[src/hw/rtl/pknn_pkg.sv]
// ----------------------------------------------------------------------------
// pknn_pkg
// Shared widths, defaults and register indexes for the preceding-points k-NN
// ----------------------------------------------------------------------------
package pknn_pkg;

    localparam int DEF_MAX_POINTS    = 1024;
    localparam int DEF_MAX_NEIGHBORS = 32;

    localparam int COORD_W = 24;
    localparam int SQ_W    = 52;
    localparam int DIST_W  = 25;
    localparam int PIDX_W  = 10;
    localparam int RANK_W  = 5;
    localparam int CFG_W   = 6;

    localparam logic CFG_NEIGHBOR_COUNT = 1'b0;
    localparam logic CFG_DIMENSIONS     = 1'b1;

    localparam logic [5:0] RST_NEIGHBOR_COUNT = 6'd15;
    localparam logic [1:0] RST_DIMENSIONS     = 2'd2;

    localparam logic [SQ_W-1:0] SQ_INF = {SQ_W{1'b1}};

endpackage

[src/hw/rtl/pknn_isqrt.sv]
// ----------------------------------------------------------------------------
// pknn_isqrt
// Bit-pair iterative integer square root, one result bit per cycle
// ----------------------------------------------------------------------------
module pknn_isqrt (
    input  logic                          clk,
    input  logic                          rst_n,
    input  logic                          go,
    input  logic [pknn_pkg::SQ_W-1:0]     value,
    output logic                          done,
    output logic [pknn_pkg::DIST_W:0]     root
);

    import pknn_pkg::*;

    localparam int STEPS = SQ_W / 2;
    localparam int CNT_W = $clog2(STEPS + 1);

    logic [SQ_W-1:0]  rem_reg, rem_next;
    logic [SQ_W-1:0]  val_reg, val_next;
    logic [DIST_W:0]  root_reg, root_next;
    logic [CNT_W-1:0] cnt_reg, cnt_next;
    logic             busy_reg, busy_next;
    logic             done_reg, done_next;
    logic [SQ_W+1:0]  trial;
    logic [SQ_W+1:0]  cand;

    always_comb
    begin
        rem_next  = rem_reg;
        val_next  = val_reg;
        root_next = root_reg;
        cnt_next  = cnt_reg;
        busy_next = busy_reg;
        done_next = 1'b0;
        trial     = {rem_reg, val_reg[SQ_W-1 -: 2]};
        cand      = {{(SQ_W-DIST_W-1){1'b0}}, root_reg, 2'b01};
        if (go)
        begin
            rem_next  = '0;
            val_next  = value;
            root_next = '0;
            cnt_next  = CNT_W'(STEPS);
            busy_next = 1'b1;
        end
        else if (busy_reg)
        begin
            val_next = {val_reg[SQ_W-3:0], 2'b00};
            if (trial >= cand)
            begin
                rem_next  = SQ_W'(trial - cand);
                root_next = {root_reg[DIST_W-1:0], 1'b1};
            end
            else
            begin
                rem_next  = SQ_W'(trial);
                root_next = {root_reg[DIST_W-1:0], 1'b0};
            end
            cnt_next = cnt_reg - 1'b1;
            if (cnt_reg == CNT_W'(1))
            begin
                busy_next = 1'b0;
                done_next = 1'b1;
            end
        end
    end

    always_ff @(posedge clk or negedge rst_n)
    begin
        if (!rst_n)
        begin
            busy_reg <= 1'b0;
            done_reg <= 1'b0;
            cnt_reg  <= '0;
        end
        else
        begin
            busy_reg <= busy_next;
            done_reg <= done_next;
            cnt_reg  <= cnt_next;
        end
    end

    always_ff @(posedge clk)
    begin
        rem_reg  <= rem_next;
        val_reg  <= val_next;
        root_reg <= root_next;
    end

    assign done = done_reg;
    assign root = root_reg;

endmodule

[config.mk]
export PLATFORM = sky130hd
export DESIGN_NAME = pknn_isqrt
export DESIGN_NICKNAME = d
export VERILOG_FILES = /design/src/hw/rtl/pknn_pkg.sv /design/src/hw/rtl/pknn_isqrt.sv
export SDC_FILE = /design/constraint.sdc
export NUM_CORES = 1
export LEC_CHECK = 0
export BUFFER_PORTS_ARGS = -buffer_cell sky130_fd_sc_hd__buf_2
export CAP_MARGIN = 10
export CORE_ASPECT_RATIO = 0.9
export CORE_MARGIN = 5
export CORE_UTILIZATION = 54
export DETAILED_ROUTE_END_ITERATION = 8
export GPL_ROUTABILITY_DRIVEN = 0
export PLACE_DENSITY = 0.77
export SLEW_MARGIN = 20
export SYNTH_ARGS = -nofsm -noshare
export SYNTH_HDL_FRONTEND = slang
export SYNTH_SLANG_ARGS = --single-unit
export TNS_END_PERCENT = 100
[constraint.sdc]
create_clock -name clk -period 3 [get_ports clk]
set_input_delay 0.3 -clock clk [delete_from_list [all_inputs] [get_ports clk]]
set_output_delay 0.3 -clock clk [all_outputs]
set_load 0.02 [all_outputs]
After elaboration in Yosys (flattened, before gate mapping)
Index checks and enable logic that the tools add are counted.
{"block": "op_classes", "eq_ne": 1, "addsub": 2, "mux": 12, "magnitude_cmp": 1, "n_reduce_logical": 1}
{"op": "2-to-1 mux 52 bit", "n": 3}
{"op": "greater-or-equal comparator 54 x 28 -> 1 bit", "n": 1}
{"op": "subtractor 52 x 28 -> 52 bit", "n": 1}
{"op": "2-to-1 mux 5 bit", "n": 2}
{"op": "2-to-1 mux 1 bit", "n": 7}
{"op": "== test 5 x 1 -> 1 bit (second input constant)", "n": 1}
{"op": "subtractor 5 x 1 -> 5 bit (second input constant)", "n": 1}
{"op": "nonzero test 2 bit", "n": 1}
{"block": "word_totals", "input_bits": 55, "regBits": 137}

Depth between registers and ports, before layout
{"block": "logic_depth", "word_depth": 4, "depth_mapped": 13, "ltp_nobuf": 10}

Worst setup path after synthesis
OpenSTA, ideal clock, no wires.
{"block": "synth_path", "kind": "flip-flop to flip-flop", "startpoint": "register root_reg[8], in the netlist root[8]", "endpoint": "register rem_reg[41]", "period_less_slack_ns": 3.263, "n_path_buf": 1, "setup_slack_ns": -0.263, "arrival_ns": 3.172, "path_stages_with_launch": 12, "cell_sequence": "dfxtp_1 inv_1 ha_1 clkbuf_1 nand4_1 nor2_1 a21boi_1 o311ai_1 a2111oi_4 o211ai_4 or4_1 a311oi_1"}
{"block": "synth_between", "elab_chain_len": 2, "elab_cells_between_ends": 3, "classes_between": "add/sub: 1; order compare: 1; mux: 1"}
{"item": "start, declared", "line_no": "pknn_isqrt.sv:21", "source": "logic [DIST_W:0] root_reg, root_next;"}
{"item": "start signal, assigned", "line_no": "pknn_isqrt.sv:88", "source": "root_reg <= root_next;"}
{"item": "subtractor 52 x 28 -> 52 bit or greater-or-equal comparator 54 x 28 -> 1 bit (tied branches)", "line_no": "pknn_isqrt.sv:51, pknn_isqrt.sv:49"}
{"item": "2-to-1 mux 52 bit *", "line_no": "pknn_isqrt.sv:49", "source": "if (trial >= cand)"}
{"item": "end signal, assigned", "line_no": "pknn_isqrt.sv:86", "source": "rem_reg <= rem_next;"}
{"item": "end, declared", "line_no": "pknn_isqrt.sv:19", "source": "logic [SQ_W-1:0] rem_reg, rem_next;"}
Every way passes the cells marked *; elsewhere a longest branch is shown, timed or not.
A chain may end at the register's enable or synchronous reset.

Worst setup path in the final report
{"block": "layout_path", "startpoint": "register root_reg[0], in the netlist root[0]", "endpoint": "register rem_reg[41]"}
Same word-level chain as after synthesis.

==> results.md <==
- Compound-Gate Fraction of Synth Area: 0.165
- Yosys top cell area share: 0.201
- Final period util: 0.995
- CP delay by family, top: compound AO/OA/AOI/OAI gates
- Post-DP Area: 0.00887 sq mm
- Sequential Area: about 0.0033 sq mm
- Synthesized Nets: about 910
- Starting DRC count in detailed routing: 673
- Power Dens Cells: 1030 mW/mm^2
- DRC: 0
- Total track usage: 0.240
- Initial antenna violation count: 0
- Arrival @ worst endpoint: between 3 and 4 ns
- Adder and majority gate portion of the synthesized area: 0.0483
- Global-route wire length before repair: roughly 32 mm
- Min Tclk post-route: around 3 ns
- Met3 WL: 1.59 mm
- Final Hold Fails: 0
- Largest family of logic cells by synthesized area: compound AO/OA/AOI/OAI gates
- Total power: 10.1 mW
- Via density: 5.91
- Worst slew pin tran: 0.722 ns
- Post-DRT Antenna Nets: 0
- Leak Pwr: ~4.2 nW
- Yosys top cell by area: dfxtp_1
- Top post-synthesis cells by count: nor2_1 (92), nand2_1 (81), dfxtp_1 (78)
- Pre-antenna DRT Iters: 5
- Wire length per cell: ~18 microns
- Multi-input gate area: between 0.004 and 0.005 sq mm
- Post-synthesis sequential area ratio: 0.424
- Inserted Clock Buffers: 17
- Max cap viols: 0
- Post-synthesis mux area share: 0.112
- Crit path kind: reg2reg
- Cell variety after synth: 66
- CP cell instances: inv_1, ha_4, o211ai_1, o211ai_1, a2111oi_2, buf_4, nor3_2, nor2_2, o211ai_4, or4_4, a311oi_2
- Die Ht: 124 microns
- Slowest CP cell: or4_4
- DRT met1 WL: 8.85 mm
- Syn Std Cell Area: 0.00777 sq mm
- Top FF cell, synth: dfxtp_1
- Synth warn: 0
- # clock sinks: 137
- Slew HR: 0.519
- FP Rows: 41
- Gr ovfl total: 0
- Dpl cells: approximately 1100
- Ys async rst share: 0.0511
- Top Layer Used: met4
- Drt total wl: about 21 mm
- Mapped Cells: about 830
- Port buffer count: 81
- Reg clk slew, reported paths: 0.06 ns
- Cell Count, Final, Fillers Out: 1171
- #FFs+latches synth: 137
- Max VDD drop: around 0.00057 V
- DR WL met2: 9.96 mm
- Synth Area in Simple Gates: 0.164
- XOR/XNOR Fraction of Synth Area: 0.0417
- Most common cell in the netlist: nor2_1
- Fin util: 0.701
- Die Footprint: roughly 0.017 sq mm
- R2R Setup Slk: 0.01 ns
- # IOs: 82
- Largest net degree at the start of global routing: 58
- Post-synth EDFFs: 52
- Fmax: 335 MHz
- CTS tree: built
- # nets final: 1050
- Starting Density: 0.553
- HPWL Detailed: ~14 mm
- Core ar.: 0.0141 sq mm
- Mean area per synthesized cell: 9.40 sq um
- CP Max Fanout: 5
- Worst setup EP type: flop
- Worst stage delay on the critical path: 0.51 ns
- Clock latency on the worst-skew pair: around 0.43 ns
- Hold Path Class: in2reg
- Root Buffer: clkbuf_16
- Endpoints failing setup: 0
- Clk_skew: 0.0112 ns
- Worst Path Buf+Inv: 2
- Vias: 6921
- Critical path required time: 3.33 ns
- Bufs on Longest Clock Path: 2
- Max-slew violation count: 0
- Share of cells above drive strength 1: 0.332
- Largest cells by area after synthesis: dfxtp_1 (20%), edfxtp_1 (20%), mux2_2 (7.2%)
- Startpoint Class: flop
- # diodes: 0
- Critical Path Most Common Cell: o211ai_1
- Number of global-route vias before repair: 6533
- DIE WIDTH: 136 microns
- Layout filler cell count: 1051
- Htree depth: 4
- Status: finished clean
- Area Growth Syn to Fin: 26.7%
- Final instance area: 0.00985 sq mm
[metal layers]
layer,track usage,up-vias
met5,0,-
met4,0.0787,0
met3,0.0638,38
met2,0.371,301
met1,0.329,3281
li1,-,3301
[stage by stage]
step	hold WS [ns]	setup WS [ns]	setup TNS (ns)
after floorplan	0.00441	-0.114	-0.114
after global placement	0.139	-0.0262	-0.0262
after detailed placement	0.143	-0.00638	-0.00638
after CTS	0.149	-0.0338	-0.0338
after global routing	0.158	-0.120	-0.629
final	0.159	0.0141	0
[path summary, 6_finish.rpt]
kind                       cells after the start                startpoint                       end
min reg2reg                                    2  rem_reg[51]$_SDFFE_PP0P_  rem_reg[51]$_SDFFE_PP0P_
max reg2reg                                   11      root[0]$_SDFFE_PP0P_  rem_reg[41]$_SDFFE_PP0P_
min in group asynchronous                      2                     rst_n    cnt_reg[3]$_DFFE_PN0P_
max                                           11      root[0]$_SDFFE_PP0P_  rem_reg[41]$_SDFFE_PP0P_
max in group asynchronous                      2                     rst_n        busy_reg$_DFF_PN0_
min                                            2                  value[1]  val_reg[1]$_SDFFCE_PN0P_
[cells in the final DEF, fill, tap and decap left out, drive strengths merged, types with 4 or more instances in the layout]
cell / n
mux2: 50
nand2: 81
nor2: 93
buf: 165
clkinvlp: 4
edfxtp: 52
a211oi: 11
nor3: 21
o21ai: 39
o31ai: 4
xnor2: 19
ha: 30
a2111oi: 6
a32oi: 5
or4: 5
o21a: 6
nand4: 10
a311oi: 24
and3: 6
or3: 12
nor4: 9
dfrtp: 7
mux2i: 31
o21bai: 5
nand3: 14
dfxtp: 78
o211ai: 11
a21o: 11
nand2b: 6
inv: 49
a21oi: 31
xor2: 18
clkbuf: 19
[where the power goes]
| group | switching, mW | internal, mW | leakage, nW |
|---|---|---|---|
| combinational | 2.99 | 2.52 | 2.68 |
| clock | 0.864 | 1.08 | 0.255 |
| sequential | 0.345 | 2.31 | 1.28 |
[repair_timing]
action / 4_1_cts / 5_1_grt
hold buffers: 1 / 0
pin swaps: 3 / 19
endpoints found under the hold margin: 7 / 0
setup endpoints to repair: 5 / 46
gates resized for setup: 4 / 72
buffers inserted: 1 / 5
[cells by family after synthesis]
group,Yosys count
flip-flops,137
multiplexers,81
AND/OR/NAND/NOR,273
buffers and inverters,89
AO/OA/AOI/OAI,180
XOR/XNOR,37
adder cells (fa/ha/maj),30
[layout make-up]
class	count	area share
multi-input combinational	601	0.458
inverter	42	0.0160
clock inverter	13	0.0111
timing repair buffer	166	0.110
clock buffer	19	0.0439
tap	193	0.0245
sequential	137	0.337
Note: power is estimated with default switching activity, not from simulation.
