<file path="src/hw/rtl/pknn_pkg.sv">
// ----------------------------------------------------------------------------
// pknn_pkg
// Shared widths, defaults and register indexes for the preceding-points k-NN
// ----------------------------------------------------------------------------
package pknn_pkg;

    localparam int DEF_MAX_POINTS    = 1024;
    localparam int DEF_MAX_NEIGHBORS = 32;

    localparam int COORD_W = 24;
    localparam int SQ_W    = 52;
    localparam int DIST_W  = 25;
    localparam int PIDX_W  = 10;
    localparam int RANK_W  = 5;
    localparam int CFG_W   = 6;

    localparam logic CFG_NEIGHBOR_COUNT = 1'b0;
    localparam logic CFG_DIMENSIONS     = 1'b1;

    localparam logic [5:0] RST_NEIGHBOR_COUNT = 6'd15;
    localparam logic [1:0] RST_DIMENSIONS     = 2'd2;

    localparam logic [SQ_W-1:0] SQ_INF = {SQ_W{1'b1}};

endpackage

</file>
<file path="src/hw/rtl/pknn_dist.sv">
// ----------------------------------------------------------------------------
// pknn_dist
// Shared squared-difference unit: one axis per cycle while add is high, accumulates the sum
// ----------------------------------------------------------------------------
module pknn_dist (
    input  logic                                clk,
    input  logic                                clear,
    input  logic                                add,
    input  logic signed [pknn_pkg::COORD_W-1:0] a,
    input  logic signed [pknn_pkg::COORD_W-1:0] b,
    output logic [pknn_pkg::SQ_W-1:0]           sum
);

    import pknn_pkg::*;

    logic signed [COORD_W:0] diff;
    logic [COORD_W-1:0]      mag;
    logic [2*COORD_W-1:0]    prod;
    logic [SQ_W-1:0]         sum_reg;

    assign diff = {a[COORD_W-1], a} - {b[COORD_W-1], b};
    assign mag  = diff[COORD_W] ? COORD_W'(-diff) : diff[COORD_W-1:0];
    assign prod = mag * mag;

    always_ff @(posedge clk)
    begin
        if (clear)
        begin
            sum_reg <= '0;
        end
        else if (add)
        begin
            sum_reg <= sum_reg + SQ_W'(prod);
        end
    end

    assign sum = sum_reg;

endmodule

</file>
<file path="config.mk">
export PLATFORM = sky130hd
export DESIGN_NAME = pknn_dist
export DESIGN_NICKNAME = d
export VERILOG_FILES = /design/src/hw/rtl/pknn_pkg.sv /design/src/hw/rtl/pknn_dist.sv
export SDC_FILE = /design/constraint.sdc
export NUM_CORES = 1
export LEC_CHECK = 0
export ABC_CLOCK_PERIOD_IN_PS = 13800
export BUFFER_PORTS_ARGS = -buffer_cell sky130_fd_sc_hd__buf_4
export CAP_MARGIN = 25
export CORE_ASPECT_RATIO = 0.8
export CORE_MARGIN = 2
export CORE_UTILIZATION = 50
export CTS_CLUSTER_SIZE = 8
export DETAILED_ROUTE_END_ITERATION = 16
export GPL_ROUTABILITY_DRIVEN = 0
export PLACE_DENSITY = 0.67
export SLEW_MARGIN = 5
export SYNTH_ARGS = -nofsm -noshare
export SYNTH_HDL_FRONTEND = slang
export SYNTH_SLANG_ARGS = --single-unit
</file>
<file path="constraint.sdc">
create_clock -name clk -period 13.8 [get_ports clk]
set_input_delay 2.07 -clock clk [delete_from_list [all_inputs] [get_ports clk]]
set_output_delay 2.07 -clock clk [all_outputs]
set_load 0.05 [all_outputs]
</file>
=== Word level (Yosys, flattened, before mapping) ===
Cells that the tools add are included.

* Add/sub/neg operators: 3
* Multiply operators: 1
* Mux-type cells: 1

{| class="wikitable"
|+ Operators by type and width
! operator !! number
|-
| adder 52 x 48 -> 52 bit || 1
|-
| multiplier 24 x 24 -> 48 bit || 1
|-
| subtractor 24 x 24 -> 25 bit || 1
|-
| 2-to-1 mux 24 bit || 1
|-
| negation 24 bit || 1
|}

* Register bits after elaboration: 52
* Bits of input ports: 51
* Logic and storage cells: 6

=== Logic depth before layout (Yosys ltp) ===
Gate-level depths: netlist of the first run.

* Depth after elaboration: 5
* Depth in mapped cells: 42
* Depth with buffers taken out: 40

=== Worst setup path after synthesis of the first run ===
Ideal clock, no wire load.

* Kind: input to register
* Start: in a[0] in the netlist's numbering
* End: reg sum_reg[46], in the netlist sum[46]
* Library setup time: 95 ps
* Arrival time: 11,505 ps
* Required time: 13,705 ps
* Slack: 2,200 ps
* Cell stages on the path: 39
* Path buffers: 3
* Path through: inv_1 ha_1 fa_1 nand2b_1 a21oi_1 o2111ai_2 o211ai_1 a31o_2 nand3_1 a32oi_2 buf_2 nor2_1 xnor2_1 clkbuf_1 nand2_1 fa_1 inv_1 fa_1 [... 3 more ...] inv_1 fa_1 fa_1 inv_1 fa_1 inv_1 ha_1 clkbuf_1 and2_1 nand3_1 nor4_1 a21oi_1 o31ai_1 a311oi_1 o21ai_1 a2111oi_0 or4_1 o311ai_1

* Cells in the longest elaborated chain, start to end: 5

{| class="wikitable"
|+ Ends and longest elaborated chain
! element !! line !! RTL
|-
| from (decl) || pknn_dist.sv:9 || <nowiki>input logic signed [pknn_pkg::COORD_W-1:0] a,</nowiki>
|-
| subtractor 24 x 24 -> 25 bit (*) || pknn_dist.sv:21 || <nowiki>assign diff = {a[COORD_W-1], a} - {b[COORD_W-1], b};</nowiki>
|-
| negation 24 bit || pknn_dist.sv:22 || <nowiki>assign mag = diff[COORD_W] ? COORD_W'(-diff) : diff[COORD_W-1:0];</nowiki>
|-
| 2-to-1 mux 24 bit (*) || pknn_dist.sv:22 ||
|-
| multiplier 24 x 24 -> 48 bit (*) || pknn_dist.sv:23 || <nowiki>assign prod = mag * mag;</nowiki>
|-
| adder 52 x 48 -> 52 bit (*) || pknn_dist.sv:33 || <nowiki>sum_reg <= sum_reg + SQ_W'(prod);</nowiki>
|-
| to (signal assigned) || pknn_dist.sv:33 ||
|-
| to (decl) || pknn_dist.sv:19 || <nowiki>logic [SQ_W-1:0] sum_reg;</nowiki>
|}

Every way passes the cells marked *; elsewhere a longest branch is shown, timed or not.
A chain may end at the register's enable or synchronous reset.

=== Final worst setup path of the first run ===
Ends and elaborated chain as after synthesis.

==> results of run 1 <==
==> routing by layer <==
metal	GRT usage (%)	wire length (um)
met5	0.446	0
met4	7.13	1390
met3	6.49	5460
met2	42.6	25500
met1	40.3	25500
==> cell families after synthesis <==
group	count (synthesis)	synth area share (%)
buffers and inverters	698	12.7
adder cells (fa/ha/maj)	674	56.3
AND/OR/NAND/NOR	554	11.2
AO/OA/AOI/OAI	278	8.85
XOR/XNOR	93	4.32
flip-flops	52	4.91
multiplexers	35	1.67
==> worst register-to-register path: stages (launching register included) <==
cell and delay [ps]:
dfxtp_1 380, fa_1 550, inv_1 50, fa_1 510, inv_1 60, fa_1 560
fa_1 430, ha_1 400, nand2_1 130, nor2_1 290, a31o_2 260, a21oi_1 80
buf_4 180, o31ai_1 470, a311oi_1 180, buf_4 200, o21ai_1 230, a2111oi_0 180
or4_1 550, o311ai_1 80
==> through the flow <==
step	instance area, um2	hold slack (ps)	worst slack (ps)
after global placement	22500	489	854
after CTS	22700	514	980
after floorplan	21200	711	2200
after detailed placement	22500	502	657
after global routing	22700	537	73.6
final	22700	513	715
==> how the worst min path moves through the flow <==
| stage | from | end | slack, ps | cells past startpoint |
|---|---|---|---|---|
| floorplan | sum[44]$_SDFFE_PP0P_ | sum[44]$_SDFFE_PP0P_ | 710 | 2 |
| global placement | sum[48]$_SDFFE_PP0P_ | sum[48]$_SDFFE_PP0P_ | 490 | 2 |
| detailed placement | sum[48]$_SDFFE_PP0P_ | sum[48]$_SDFFE_PP0P_ | 500 | 2 |
| CTS | sum[48]$_SDFFE_PP0P_ | sum[48]$_SDFFE_PP0P_ | 510 | 2 |
| global route | sum[48]$_SDFFE_PP0P_ | sum[48]$_SDFFE_PP0P_ | 540 | 2 |
| finish | sum[48]$_SDFFE_PP0P_ | sum[48]$_SDFFE_PP0P_ | 510 | 2 |
==> Yosys cell counts, drive strengths merged, types with 37 or more instances <==
cell type,n,area share [%]
inv,625,11
o21ai,37,0.87
ha,207,12
a21oi,82,1.9
dfxtp,52,4.9
xor2,42,1.9
a21o,42,1.5
nand2,187,3.3
nor2,245,4.4
xnor2,51,2.4
fa,467,44
clkbuf,38,0.67
==> final cells by class <==
cell class / instances / area [um2]
fill: 3803 / 19200
multi-input combinational: 1634 / 17500
inverter: 627 / 2350
sequential: 52 / 1040
timing repair buffer: 131 / 983
tap: 552 / 691
clock buffer: 5 / 125
clock inverter: 3 / 18.8
==> summary by stage, run 1 <==
Detailed routing
For this run, the detailed router's first-pass iteration total came to 5. The number of vias in the routed layout is 16200. The residual DRC count is 0. The total wire length after detailed routing is 57800 um.

Using the TritonRoute via totals, the vias-per-cell ratio works out to ~5.4. In this run the remaining antenna-violating nets after routing total 0. The initial detailed-routing violation count is ~1200. Dividing the detail-routed wire length by the instance count gives between 15 and 20 um.

Critical path
The critical path endpoint is sum[46]$_SDFFE_PP0P_. The most critical setup path has its startpoint at a[0]. The endpoint of the lowest-slack register-to-register path is sum[46]$_SDFFE_PP0P_. The cell family with the largest share of critical-path delay is adder cells. In this design, the stage delay of the slowest critical-path cell is 690 ps. Among the stages of the critical path, the cell type that occurs most often is fa_1. The sum of buffers and inverters on the critical path is 11. The critical path in this run is classified as in -> reg.

Measured in cells, the most critical reg-to-reg path has a length of 19. The start of the worst register-to-register path is sum[12]$_SDFFE_PP0P_. The worst-case register-to-register setup slack is around 7900 ps. The largest individual stage delay along the critical path comes from the cell xnor2_2. The number of cells on the critical path is 42. The data required time at the worst endpoint is 14050 ps. Data arrives at the worst endpoint at about 13000 ps.

The type of element launching the critical path is a primary input. Of all nets on the critical path, the largest fanout is 15. The worst setup path is captured at a register.

Global route
The number of global-route vias before repair is around 18000. The aggregate global routing overflow is 0. Entering global routing, the biggest net connects 56 pins.

The overall fraction of global-route tracks in use is 28.0%. The first global-routing pass estimated 94800 um of wire. The number of antenna violations at the first check in global routing is 0.

Synth
The fraction of registers with async set/reset is 0%. The count of synthesis-stage warnings from yosys is 0. Sequential elements use 4.91% of the synthesized area. A synthesized cell averages roughly 8.9 um2.

The post-synthesis net count is 3109. The top flip-flop cell by instance count after synthesis is dfxtp_1. The count of mapped cells out of synthesis is between 2000 and 2500. The number of storage elements in the synthesis netlist is 52. The synthesized design contains 0 enable-type register cells. After synthesis, the netlist uses between 70 and 80 different library cells. Summing every instance area after synthesis gives roughly 21000 um2.

Clock tree
The number of buffers inserted for hold repair after clock tree synthesis is 0. For the worst-skew pair, the clock arrives at the later sink with an insertion delay of approximately 350 ps. The total CTS buffers is 5.

CTS placed an instance of clkbuf_16 at the clock tree root. Clock tree synthesis found a total of 52 sinks. The count of instances resized after the clock tree is built is 0. The clock tree from TritonCTS is done. After clock tree synthesis, the clock-pin slew on the worst setup and hold paths is ~70 ps. Post-CTS timing repair inserted 0 buffers for setup. In this run the deepest clock path goes through 2 buffers. The H-tree was split into 2 levels.

Layout
At the end of the flow the core is filled with cells to a little over half. The number of diodes added for antenna fixing is 0. The area overhead of the layout relative to synthesis is 7.03%. In the final design database the tool counted between 3000 and 4000 nets.

The share of final-layout standard cells stronger than drive strength 1 is ~7.4%. The post-route non-filler standard cell count is around 3000. In the layout the commonest cells are inv_1, fa_1, nor2_1. The library cell used most frequently in the layout, excluding fill and tap cells, is inv_1. The flip-flop count of the largest register, all copies and words added is 52.

Placement
The count of port buffers added during placement is 102. In this run, placement finished with an instance count of about 3000. Once detailed placement completed, the half-perimeter wirelength came to 49100 um.

Floorplanning
The region available for standard cell placement spans approximately 42000 um2. The initialized floorplan defines 67 standard-cell rows. Once the floorplan was initialized, standard cells occupied between 50% and 60% of the core. In this run the horizontal extent of the chip is 234 um. In this run the count of I/O pins placed on the die edge is around 100. The die outline height is 188 um. The die covers 44100 um2.

Timing
Between clock sinks in the finished design, the worst skew comes to about 15 ps. Setup repair after global routing left no endpoint under its margin. The worst slew margin relative to its limit is a little under two fifths.

The final critical path takes up between 90% and 100% of the cycle. At the pin with the least slew margin, the transition time is 922 ps. The setup TNS is 0 ps. The count of pins over their slew limit is 0. The clock period could shrink to approximately 13000 ps. The count of endpoints failing hold in the final timing report is 0. The peak clock frequency supported by timing is roughly 76 MHz. The count of endpoints failing setup in the final report is 0.

Min path
The class of the worst hold path is reg -> reg.

Flow run
The tool flagged a number of max-cap violations equal to 0.

Run status
The flow ran to the end, and the final reports show no timing, DRC or antenna violations.
Power of run 1 is left out: the tool's default activity adds up to more than one toggle a clock period on the data nets, which glitch-free logic cannot reach.
==> run 2, diff against run 1 <==
--- a/config.mk
+++ b/config.mk
@@ -10,11 +10,11 @@
 export CAP_MARGIN = 25
 export CORE_ASPECT_RATIO = 0.8
 export CORE_MARGIN = 2
-export CORE_UTILIZATION = 50
+export CORE_UTILIZATION = 55
 export CTS_CLUSTER_SIZE = 8
 export DETAILED_ROUTE_END_ITERATION = 16
 export GPL_ROUTABILITY_DRIVEN = 0
-export PLACE_DENSITY = 0.67
+export PLACE_DENSITY_LB_ADDON = 0.3
 export SLEW_MARGIN = 5
 export SYNTH_ARGS = -nofsm -noshare
 export SYNTH_HDL_FRONTEND = slang
==> summary by stage, run 2 (synthesis results as in run 1) <==
Run status
The run finished with clean final reports.

Timing
The setup clock skew after layout was 13.0 ps (-1.99 ps). The count of endpoints failing setup in the final report is 0 (unchanged). The final worst hold slack came to 519 ps (+5.87 ps).

The clock period minus worst slack is 12870 ps (-213 ps). The final worst slack is 928 ps (+213 ps). The worst slew margin relative to its limit was 26.6% (-12 points). The peak clock frequency supported by timing is 77.7 MHz (+1.7%). Setup repair after global routing left no endpoint under its margin. The slew at the pin with the worst max-slew slack came to 1090 ps (+171 ps). The count of endpoints failing hold in the final timing report is 0 (unchanged).

The setup TNS came to 0 ps (unchanged). The portion of the clock cycle consumed by the worst path in the final layout was 93.3% (-1.5 points). The count of pins over their slew limit was 0 (unchanged).

Layout
The area overhead of the layout relative to synthesis is 7.03% (about the same). The count of nets after finishing is 3183 (+0.22%). The flip-flop count of the largest register, all copies and words added is 52 (unchanged). The share of final-layout standard cells stronger than drive strength 1 came to 7.60% (+0.22 points). The post-route core utilization is 59.5% (+5.3 points). In the layout the commonest cells are inv_1, fa_1, nor2_1. The number of diodes added for antenna fixing is 0 (unchanged). The library cell used most frequently in the layout, excluding fill and tap cells, is inv_1.

Floorplanning
The site row count came to 64 (-4.5%). The die outline height is 180 um (-4.6%). The core region area is 38100 um2 (-8.9%). The total die area is 40100 um2 (-8.9%).

The width of the die was 223 um (-4.6%). The starting utilization of the core area is 55.6% (+4.9 points). The number of top-level design ports is 103 (unchanged).

Critical path
STA classifies the critical path endpoint as a register. The data required time at the worst endpoint is 14050 ps (about the same). The cell that appears most often on the critical path is fa_1. The maximum fanout encountered on the critical timing path is 23 (+8). The arrival time reported for the critical path endpoint was 13120 ps (-220 ps). The standard cell with the maximum stage delay on the critical path is xnor2_2.

The stage delay of the slowest cell on the critical path is 710 ps (+20 ps). STA classifies the critical path startpoint as a primary input. The critical path is of the in -> reg type.

Placement
The detailed placer's ending HPWL is 47400 um (-3.4%). The count of port buffers added during placement is 102 (unchanged). The setup slack at placement came to 803 ps (+146 ps).

Global route
The maximum number of pins on one net before global-route repair is 56 (unchanged). The overall fraction of global-route tracks in use is 29.8% (+1.8 points). The number of antenna violations at the first check in global routing was 0 (unchanged). The wire length of the first global-routing pass is 93100 um (-1.8%). The aggregate global routing overflow came to 0 (unchanged).

The number of global-route vias before repair is 17600 (-0.25%).

Detailed routing
The total iterations of the first detailed-routing run was 6 (+1). The number of vias in the routed layout was 16300 (+0.33%). The routed wire length per instance is 19.0 um (-1.3%). The residual DRC count is 0 (unchanged). The total wire length after detailed routing is 56100 um (-2.9%). The initial detailed-routing violation count is 1301 (+10%). The remaining antenna violation count is 0 (unchanged).

The per-cell via count in the routed design is 5.51 (+2.0%).

Clock tree
The buffer count from post-CTS setup fixing is 0 (unchanged). The insertion delay to the later sink of the worst-skew pair is 350 ps (about the same). TritonCTS built the clock tree. Clock tree synthesis selected as its root buffer the cell clkbuf_16. The count of instances resized after the clock tree is built came to 0 (unchanged). The clock sink count is 52 (unchanged). The number of buffers inserted for hold repair after clock tree synthesis is 0 (unchanged). The number of H-tree branching levels is 2 (unchanged). The total CTS buffers is 5 (unchanged). The maximum root-to-sink buffer count is 2 (unchanged). The clock-pin slew on the worst setup and hold paths is 90 ps (+20 ps).

Min path
The class of the worst hold path is reg -> reg.

Flow run
The number of max-cap violations is 0 (unchanged).
run 2: cell types whose count changed in the layout (fill, tap and decap cells not counted):
cell / change
clkinv_4: -1
buf_4: +7
bufinv_16: +1
clkinv_2: -1
clkbuf_1: +1
run 2: layer usage:
| layer | track usage [%] | part of all wire, % |
|---|---|---|
| met3 | 7.22 | 11 |
| met4 | 9.31 | 3.3 |
| met5 | 0 | 0 |
| met2 | 46.3 | 44 |
| met1 | 41.6 | 42 |
run 2: path summary, 6_finish.rpt:
kind | depth (start not counted) | start | slack [ps] | to
max | 40 | a[0] | 930 | sum[46]$_SDFFE_PP0P_
min | 2 | sum[41]$_SDFFE_PP0P_ | 520 | sum[41]$_SDFFE_PP0P_
max reg2reg | 21 | sum[16]$_SDFFE_PP0P_ | 7790 | sum[46]$_SDFFE_PP0P_
min reg2reg | 2 | sum[41]$_SDFFE_PP0P_ | 520 | sum[41]$_SDFFE_PP0P_
run 2: through the flow:
step	instances	area, um2
6_report	2954	22700
5_1_grt	2954	22700
4_1_cts	2954	22700
3_5_place_dp	2946	22500
3_3_place_gp	2946	22500
2_1_floorplan	2384	21200
run 2: cell type report:
cell class	count	area, um2
Clock buffer	6	129
Clock inverter	2	35.0
Fill cell	3275	15400
Inverter	627	2350
Multi-Input combinational cell	1634	17500
Sequential cell	52	1040
Tap cell	495	619
Timing Repair Buffer	138	1040
run 2: critical path, delay by kind of cell:
family	cells	cell delay, ps
buffers and inverters	9	1360
and+or+nand+nor	5	860
AOI/OAI and AO/OA	15	3620
adders and majority gates	10	4490
xor gates and xnor gates	1	710
Power of run 2 is left out for the same reason.
